--- config.mk ---
export PLATFORM = sky130hd
export DESIGN_NAME = lru_key_value_cache
export DESIGN_NICKNAME = d
export VERILOG_FILES = /design/src/lkv_pkg.sv /design/src/lkv_cell.sv /design/src/lru_key_value_cache.sv
export SDC_FILE = /design/constraint.sdc
export NUM_CORES = 1
export LEC_CHECK = 0
export BUFFER_PORTS_ARGS = -buffer_cell sky130_fd_sc_hd__buf_4
export CELL_PAD_IN_SITES_DETAIL_PLACEMENT = 0
export CELL_PAD_IN_SITES_GLOBAL_PLACEMENT = 2
export CORE_MARGIN = 2
export CORE_UTILIZATION = 30
export DETAILED_ROUTE_END_ITERATION = 6
export GPL_ROUTABILITY_DRIVEN = 0
export GPL_TIMING_DRIVEN = 0
export PLACE_DENSITY = 0.6
export RECOVER_POWER = 100
export REMOVE_ABC_BUFFERS = 1
export SLEW_MARGIN = 20
export SYNTH_ARGS = -nofsm -noshare
export SYNTH_HDL_FRONTEND = slang
export SYNTH_SLANG_ARGS = --single-unit
--- constraint.sdc ---
create_clock -name clk -period 6.5 [get_ports clk]
set_clock_uncertainty 0.1 [all_clocks]
set_input_delay 1.3 -clock clk [delete_from_list [all_inputs] [get_ports clk]]
set_output_delay 1.3 -clock clk [all_outputs]
set_load 0.005 [all_outputs]
--- src/lkv_pkg.sv ---
package lkv_pkg;

  // Geometry of the cache.
  localparam int ENTRIES     = 16;
  localparam int KEY_WIDTH   = 16;
  localparam int VALUE_WIDTH = 32;
  localparam int CAP_W       = 5;
  localparam int COUNT_W     = $clog2(ENTRIES + 1);

  localparam logic [COUNT_W-1:0] ENTRIES_CNT = COUNT_W'(ENTRIES);
  localparam logic [CAP_W-1:0]   CAP_RESET   = CAP_W'(16);

  // Operation codes carried in the cmd field.
  localparam logic CMD_GET = 1'b0;
  localparam logic CMD_PUT = 1'b1;

  // Request and response payloads.
  typedef struct packed {
    logic                          cmd;
    logic [KEY_WIDTH-1:0]          key;
    logic signed [VALUE_WIDTH-1:0] value;
  } req_t;

  typedef struct packed {
    logic                          found;
    logic signed [VALUE_WIDTH-1:0] read_value;
    logic                          evicted;
  } rsp_t;

  // How the chain moves during an update.
  typedef enum logic [1:0] {
    OP_PROMOTE,
    OP_GROW,
    OP_EVICT
  } chain_op_t;

  // Controller states.
  typedef enum logic {
    ST_IDLE,
    ST_UPDATE
  } state_t;

  // Control shared by all cells.
  typedef struct packed {
    logic                 capture;
    logic                 update;
    chain_op_t            op;
    logic [KEY_WIDTH-1:0] cmp_key;
  } cell_ctl_t;

  // Data handed from one cell to the next, toward the least recent end.
  typedef struct packed {
    logic                   valid;
    logic [KEY_WIDTH-1:0]   key;
    logic [VALUE_WIDTH-1:0] value;
    logic                   hit;
    logic [VALUE_WIDTH-1:0] sel;
  } link_t;

endpackage

--- src/lkv_cell.sv ---
module lkv_cell (
  input  logic               clk,
  input  logic               rst,
  input  lkv_pkg::cell_ctl_t ctl,
  input  lkv_pkg::link_t     up,
  output lkv_pkg::link_t     down
);

  logic                            valid;
  logic                            match;
  logic [lkv_pkg::KEY_WIDTH-1:0]   key;
  logic [lkv_pkg::VALUE_WIDTH-1:0] value;
  logic                            shift;

  // Decide whether this cell takes its upper neighbor's entry.
  always_comb begin
    case (ctl.op)
      lkv_pkg::OP_PROMOTE: shift = !up.hit;
      lkv_pkg::OP_GROW:    shift = up.valid;
      lkv_pkg::OP_EVICT:   shift = valid;
      default:             shift = 1'b0;
    endcase
  end

  // Valid mark and match flag.
  always_ff @(posedge clk) begin
    if (rst) begin
      valid <= 1'b0;
      match <= 1'b0;
    end else begin
      if (ctl.capture) begin
        match <= valid && (key == ctl.cmp_key);
      end
      if (ctl.update && ctl.op == lkv_pkg::OP_GROW) begin
        valid <= up.valid;
      end
    end
  end

  // Entry payload moves one place down when shifting.
  always_ff @(posedge clk) begin
    if (ctl.update && shift) begin
      key   <= up.key;
      value <= up.value;
    end
  end

  // Pass the entry and the running hit and selected value downward.
  assign down.valid = valid;
  assign down.key   = key;
  assign down.value = value;
  assign down.hit   = up.hit | match;
  assign down.sel   = up.sel | (match ? value : '0);

endmodule

--- src/lru_key_value_cache.sv ---
// Fully associative key/value cache with least-recently-used replacement, built as a chain
// of cells with the most recent entry at the head. Each request is a get or a put; every
// request returns exactly one response. On the transfer edge every cell compares its key
// against the request, and on the next edge the chain shifts by one place up to the hit or
// insert point, unless a get misses, while the response is registered. The block takes no
// new request during that update; after it, a request is taken provided the response slot
// is empty or draining. Valid marks clear at reset; there is no clearing pass. Capacity is
// written through the cfg port while the block is idle; 0 acts as 1 and values above the
// entry count act as the entry count.
module lru_key_value_cache (
  input  logic                      clk,
  input  logic                      rst,
  input  logic                      req_valid,
  output logic                      req_stall,
  input  lkv_pkg::req_t             req,
  output logic                      rsp_valid,
  input  logic                      rsp_stall,
  output lkv_pkg::rsp_t             rsp,
  input  logic                      cfg_valid,
  output logic                      cfg_ready,
  input  logic [lkv_pkg::CAP_W-1:0] cfg_data
);

  lkv_pkg::state_t                 state;
  lkv_pkg::state_t                 state_next;
  logic [lkv_pkg::CAP_W-1:0]       capacity;
  logic [lkv_pkg::COUNT_W-1:0]     count;
  logic [lkv_pkg::COUNT_W-1:0]     cap_eff;
  logic                            cmd_r;
  logic [lkv_pkg::KEY_WIDTH-1:0]   key_r;
  logic [lkv_pkg::VALUE_WIDTH-1:0] value_r;
  logic                            req_xfer;
  logic                            full;
  logic                            hit;
  lkv_pkg::cell_ctl_t              ctl;
  lkv_pkg::link_t                  link [lkv_pkg::ENTRIES+1];

  assign req_xfer = req_valid && !req_stall;

  // Next state.
  always_comb begin
    case (state)
      lkv_pkg::ST_IDLE:   state_next = req_xfer ? lkv_pkg::ST_UPDATE : lkv_pkg::ST_IDLE;
      lkv_pkg::ST_UPDATE: state_next = lkv_pkg::ST_IDLE;
      default:            state_next = lkv_pkg::ST_IDLE;
    endcase
  end

  always_ff @(posedge clk) begin
    if (rst) begin
      state <= lkv_pkg::ST_IDLE;
    end else begin
      state <= state_next;
    end
  end

  // Clamp the capacity register to a usable limit.
  always_comb begin
    if (capacity == '0) begin
      cap_eff = lkv_pkg::COUNT_W'(1);
    end else if (int'(capacity) > lkv_pkg::ENTRIES) begin
      cap_eff = lkv_pkg::ENTRIES_CNT;
    end else begin
      cap_eff = lkv_pkg::COUNT_W'(capacity);
    end
  end

  assign full = (count >= cap_eff);
  assign hit  = link[lkv_pkg::ENTRIES].hit;

  // Controller outputs.
  always_comb begin
    req_stall   = 1'b1;
    cfg_ready   = 1'b0;
    ctl.capture = 1'b0;
    ctl.update  = 1'b0;
    ctl.op      = lkv_pkg::OP_PROMOTE;
    ctl.cmp_key = req.key;
    case (state)
      lkv_pkg::ST_IDLE: begin
        req_stall   = rsp_valid && rsp_stall;
        cfg_ready   = 1'b1;
        ctl.capture = req_valid && !(rsp_valid && rsp_stall);
      end
      lkv_pkg::ST_UPDATE: begin
        ctl.update = hit || (cmd_r == lkv_pkg::CMD_PUT);
        if (hit) begin
          ctl.op = lkv_pkg::OP_PROMOTE;
        end else if (full) begin
          ctl.op = lkv_pkg::OP_EVICT;
        end else begin
          ctl.op = lkv_pkg::OP_GROW;
        end
      end
      default: begin
        req_stall = 1'b1;
      end
    endcase
  end

  // Capacity register.
  always_ff @(posedge clk) begin
    if (rst) begin
      capacity <= lkv_pkg::CAP_RESET;
    end else if (cfg_valid && cfg_ready) begin
      capacity <= cfg_data;
    end
  end

  // Request held for the update cycle.
  always_ff @(posedge clk) begin
    if (req_xfer) begin
      cmd_r   <= req.cmd;
      key_r   <= req.key;
      value_r <= req.value;
    end
  end

  // Entry count grows on each insert that does not evict.
  always_ff @(posedge clk) begin
    if (rst) begin
      count <= '0;
    end else if (ctl.update && ctl.op == lkv_pkg::OP_GROW) begin
      count <= count + lkv_pkg::COUNT_W'(1);
    end
  end

  // Head of the chain: the entry that becomes most recent.
  assign link[0].valid = 1'b1;
  assign link[0].key   = key_r;
  assign link[0].value = (cmd_r == lkv_pkg::CMD_PUT) ? value_r : link[lkv_pkg::ENTRIES].sel;
  assign link[0].hit   = 1'b0;
  assign link[0].sel   = '0;

  // Row of cells, most recent first.
  for (genvar i = 0; i < lkv_pkg::ENTRIES; i++) begin : g_cell
    lkv_cell u_cell (
      .clk  (clk),
      .rst  (rst),
      .ctl  (ctl),
      .up   (link[i]),
      .down (link[i+1])
    );
  end

  // Response register.
  always_ff @(posedge clk) begin
    if (rst) begin
      rsp_valid <= 1'b0;
    end else if (state == lkv_pkg::ST_UPDATE) begin
      rsp_valid <= 1'b1;
    end else if (!rsp_stall) begin
      rsp_valid <= 1'b0;
    end
  end

  always_ff @(posedge clk) begin
    if (state == lkv_pkg::ST_UPDATE) begin
      rsp.found      <= hit;
      rsp.read_value <= (hit && cmd_r == lkv_pkg::CMD_GET) ? link[lkv_pkg::ENTRIES].sel : '0;
      rsp.evicted    <= !hit && (cmd_r == lkv_pkg::CMD_PUT) && full;
    end
  end

endmodule

# Word level (Yosys, flattened, before mapping)
# Cells that the tools add are included.
# totals
output_inout_bits	37
wordCells	235
ff_bits	895
in_bits	59
# classes
n_lt_le_gt_ge	2
muxes	45
bitwise	32
n_eq_ne	19
reduce_logical	62
n_addsub	1
# ops
operator	count
$mux W32	17
$or A32 B32 Y32	15
$eq A16 B16 Y1	16
$pmux W1 S3	15
$logic_and A1 B1 Y1	40
$logic_not A1 Y1	18
$or A1 B1 Y1	15
$mux W5	2
$mux W1	6
$add A5 B1 Y5 const B	1
$ge A5 B5 Y1	1
$gt A5 B5 Y1 const B	1
$logic_not A5 Y1	1
$mux W2	2
$pmux W1 S2	2
$mux W3	1
$eq A2 B1 Y1 const B	1
$eq A2 B2 Y1 const B	1
$logic_not A2 Y1	1
$ne A2 B1 Y1 const B	1
$not A1 Y1	2
$reduce_or A2 Y1	1
$logic_or A1 B1 Y1	1

# Logic depth before layout (Yosys ltp)
# depth
depth_word	21
mapped_depth	11
depth_no_buf	9

# Hierarchy
# From an unflattened synthesis, not the netlist that was laid out.
# unflattened
cells_unflattened	2203
hier_area_um2	35803.1
# modules_own_cells
mod	area_each_um2	n_inst	cells_per_inst	seq_area_each_um2
lkv_cell	2003.2	16	123	1481.4
lru_key_value_cache	3752.3	1	235	2732.6

# Worst setup path before layout
# No wires, ideal clock.
# synth_path
path_type	register -> register
from	register state
to	register g_cell[14].u_cell.key[0] (netlist bit), enable pin
synth_period_minus_slack_ns	7.075
required_ns	5.827
setup_time_ns	0.573
path_buffers	1
arrival_ns	6.402
stages_incl_launch_ff	5
slack_ns	-0.575
cell_sequence	dfxtp_1 -> clkbuf_1 -> and4_1 -> nand2_1 -> nor4_1
# synth_via
elab_chain_len	4
word_cells_on_any_way	6
classes_between	2 x eq/ne; 2 x mux; 2 x reduce/logical
# synth_rtl
item	line_no	text
start: declaration	lru_key_value_cache.sv:24	lkv_pkg::state_t state;
start signal: assignment	lru_key_value_cache.sv:51	state <= lkv_pkg::ST_IDLE;
start signal: assignment	lru_key_value_cache.sv:53	state <= state_next;
$mux W3 *	lru_key_value_cache.sv:79	case (state)
$eq A2 B2 Y1 (tied with other cells)	lkv_cell.sv:17	case (ctl.op)
$pmux W1 S3	lkv_cell.sv:17	
$logic_and A1 B1 Y1 *	lkv_cell.sv:42	if (ctl.update && shift) begin
end signal: assignment	lkv_cell.sv:43	key <= up.key;
end: declaration	lkv_cell.sv:11	logic [lkv_pkg::KEY_WIDTH-1:0] key;
# Every way passes the cells marked *; elsewhere a longest branch is shown, timed or not.
# A chain may end at the register's enable or synchronous reset.

==> flow_metrics.env <==
export IMPL_async_flop_share_pct=0
export IMPL_tritoncts="built"
export IMPL_clock_sinks=895
export IMPL_avgSynthCellArea_um2=16.7
export IMPL_max_slew_margin_pct=-78.8
export IMPL_vias=19200
export IMPL_switching_share_pct=21.1
export IMPL_power_density_nw_per_um2=290
export IMPL_worstMarginPinSlew_ns=2.68
export IMPL_rsz0062_at_grt="no"
export IMPL_max_freq_mhz=186
export IMPL_drtIter0Drc=1943
export IMPL_fin_crit_ns=5.37
export IMPL_grt_pass1_vias=20200
export IMPL_antenna_cells=0
export IMPL_violations="capacitance limit, slew limit"
export IMPL_clockBufferDepth=3
export IMPL_combPwrFrac_pct=2.4
export IMPL_dr_pass1_iters=5
export IMPL_dp_hpwl_mm=59.4
export IMPL_fp_dieH_um=342
export IMPL_wl_mm=94.1
export IMPL_internal_power_mw=9.32
export IMPL_worstHoldPathType="reg -> reg"
export IMPL_cts_clk_slew_worst_paths_ns=0.06
export IMPL_wire_per_inst_um=24.8
export IMPL_start_util_pct=30.3
export IMPL_antenna_left=0
export IMPL_cts_made_buffers=96
export IMPL_io_pins=96
export IMPL_crit_fanout=35
export IMPL_total_power_mw=11.8
export IMPL_hold_viol=0
export IMPL_avgViaCountPerCell=5.06
export IMPL_post_cts_resized=0
export IMPL_track_usage_pct=16.0
export IMPL_drv_slew=439
export IMPL_synth_seq_area_share_pct=77.3
export IMPL_drc=0
export IMPL_rows=123
export IMPL_grt_max_degree=37
export IMPL_layout_drive_gt1_share_pct=13.3
export IMPL_worstSkewPairLatency_ns=0.67
export IMPL_end_kind="flip-flop"
export IMPL_ctsHoldBuffers=0
export IMPL_htree_levels=3
export IMPL_ys_flop_type="edfxtp_1"
export IMPL_overflow=0
export IMPL_synth_seq_cells=895
export IMPL_synth_warnings=0
export IMPL_fp_dieArea_um2=117000
export IMPL_synthDistinctLibCells=50
export IMPL_clockRootBuffer="clkbuf_16"
export IMPL_power_switching_mw=2.49
export IMPL_fin_crit_sh_pct=82.6
export IMPL_crit_arrival_ns=5.62
export IMPL_max_vdd_ir_drop_mv=0.186
export IMPL_power_frac_seq_pct=53.3
export IMPL_layout_cells_most_common="edfxtp_1"
export IMPL_p_clk_share_pct=44.3
export IMPL_dp_cells=3613
export IMPL_layout_common_cells="edfxtp_1, xor2_1, a22oi_1, clkbuf_16, nand3_1"
export IMPL_cts_setup_buffers=0
export IMPL_place_port_buffers=95
export IMPL_critPathLaunchType="flip-flop"
export IMPL_core_area_um2=113000
export IMPL_leakagePower_nw=13.3
export IMPL_synth_edf_count=851
export IMPL_drv_cap=23
export IMPL_grt_pass1_wl_mm=138
export IMPL_grt_antenna_before_repair=1
export IMPL_synth_area_um2=34200
export IMPL_setup_viol=0
export IMPL_status="finished with violations"
export IMPL_worstSetupPathType="reg -> reg"
export IMPL_fin_cells=3789
export IMPL_fp_dieW_um=342
export IMPL_worstPathRequired_ns=6.75
export IMPL_synth_cells=2053
export IMPL_nets=2277
export IMPL_area_growth_syn_to_layout_pct=19.1
==> cells by family after synthesis <==
logic type	Yosys count	share of synthesized area [%]
XOR/XNOR	257	6.58
buffers and inverters	160	1.87
AO/OA/AOI/OAI	332	7.52
multiplexers	43	1.26
AND/OR/NAND/NOR	360	5.22
adder cells (fa/ha/maj)	6	0.220
flip-flops	895	77.3
==> cell type report <==
cell class | count | area (um2)
clock buffers | 122 | 2550
fillers | 10600 | 72100
flip-flops and latches | 895 | 26500
well taps | 1500 | 1880
inverters | 41 | 155
clock inverters | 53 | 414
repair buffers | 180 | 2060
multi-input cells | 998 | 7180
==> final timing paths <==
kind                                        from                                     to  cells past startpoint  slack (ns)
max          g_cell[1].u_cell.match$_SDFFE_PP0P_  g_cell[14].u_cell.value[28]$_DFFE_PP_                     11        1.13
min                           key_r[3]$_DFFE_PP_      g_cell[0].u_cell.key[3]$_DFFE_PP_                      0        0.32
max reg2reg  g_cell[1].u_cell.match$_SDFFE_PP0P_  g_cell[14].u_cell.value[28]$_DFFE_PP_                     11        1.13
min reg2reg                   key_r[3]$_DFFE_PP_      g_cell[0].u_cell.key[3]$_DFFE_PP_                      0        0.32
==> power by group through the flow <==
stage	clock network [mW]	logic [mW]	registers [mW]
6_report	5.24	0.281	6.30
4_1_cts	5.37	0.307	6.29
2_1_floorplan	0	0.117	6.43
3_3_place_gp	0	0.259	6.45
5_1_grt	5.59	0.309	6.30
3_5_place_dp	0	0.305	6.42
==> state kept, by name, summed over array words and instances, names as in the netlist, 5 cells and up <==
name / flops
value_r: 32
key_r: 16
g_cell.u_cell.match: 16
rsp: 34
capacity: 5
g_cell.u_cell.valid: 16
g_cell.u_cell.value: 512
count: 5
g_cell.u_cell.key: 256
==> synth_stat cells (all sizes together), types with 2 or more instances <==
library cell	count	area, um2
xnor2	17	149
nand2	65	244
ha	6	75.1
o22ai	5	31.3
inv	41	154
a21oi	28	155
xor2	240	2100
nand3	92	460
and3	4	25.0
o21ai	22	110
nor3	27	145
clkbuf	90	338
o21a	2	15.0
and2	2	12.5
o311ai	2	17.5
a22oi	128	961
dfxtp	44	881
a41oi	2	17.5
a211o	2	17.5
or3	6	37.5
buf	29	146
a221oi	65	569
edfxtp	851	25600
nand4	23	150
o221ai	2	17.5
a22o	64	561
nor2	83	312
nor2b	2	12.5
nor4	52	355
mux2i	43	430
==> critical path: stages, from the launching register on <==
cell and delay, ns:
dfxtp_1 2.15, nor4_4 0.10, or2b_1 0.29, nor3_2 0.15
inv_1 0.20, nor3_1 0.09, nor4_2 0.55, clkbuf_1 0.34
clkbuf_1 0.39, buf_2 0.31, buf_4 0.19, buf_2 0.19
==> per-stage QoR <==
step	util [%]	TNS, ns	hold slack [ns]	instance area [um2]	setup slack, ns
3_5_place_dp	33.9	0	0.305	38200	2.19
3_3_place_gp	32.2	-3111.77	0.302	36300	-9.20
2_1_floorplan	-	-89.95	0.300	33700	-1.61
5_1_grt	36.1	0	0.313	40700	1.01
4_1_cts	36.5	0	0.302	41200	2.18
6_report	36.1	0	0.317	40700	1.13
==> metal layers <==
metal	track usage (%)	wire, um	share of wire (%)
met1	21.9	41300	44
met2	25.6	43600	46
met3	3.31	6740	7.2
met4	4.74	2380	2.5
met5	0	0	0
Note: power is estimated with default switching activity, not from simulation.
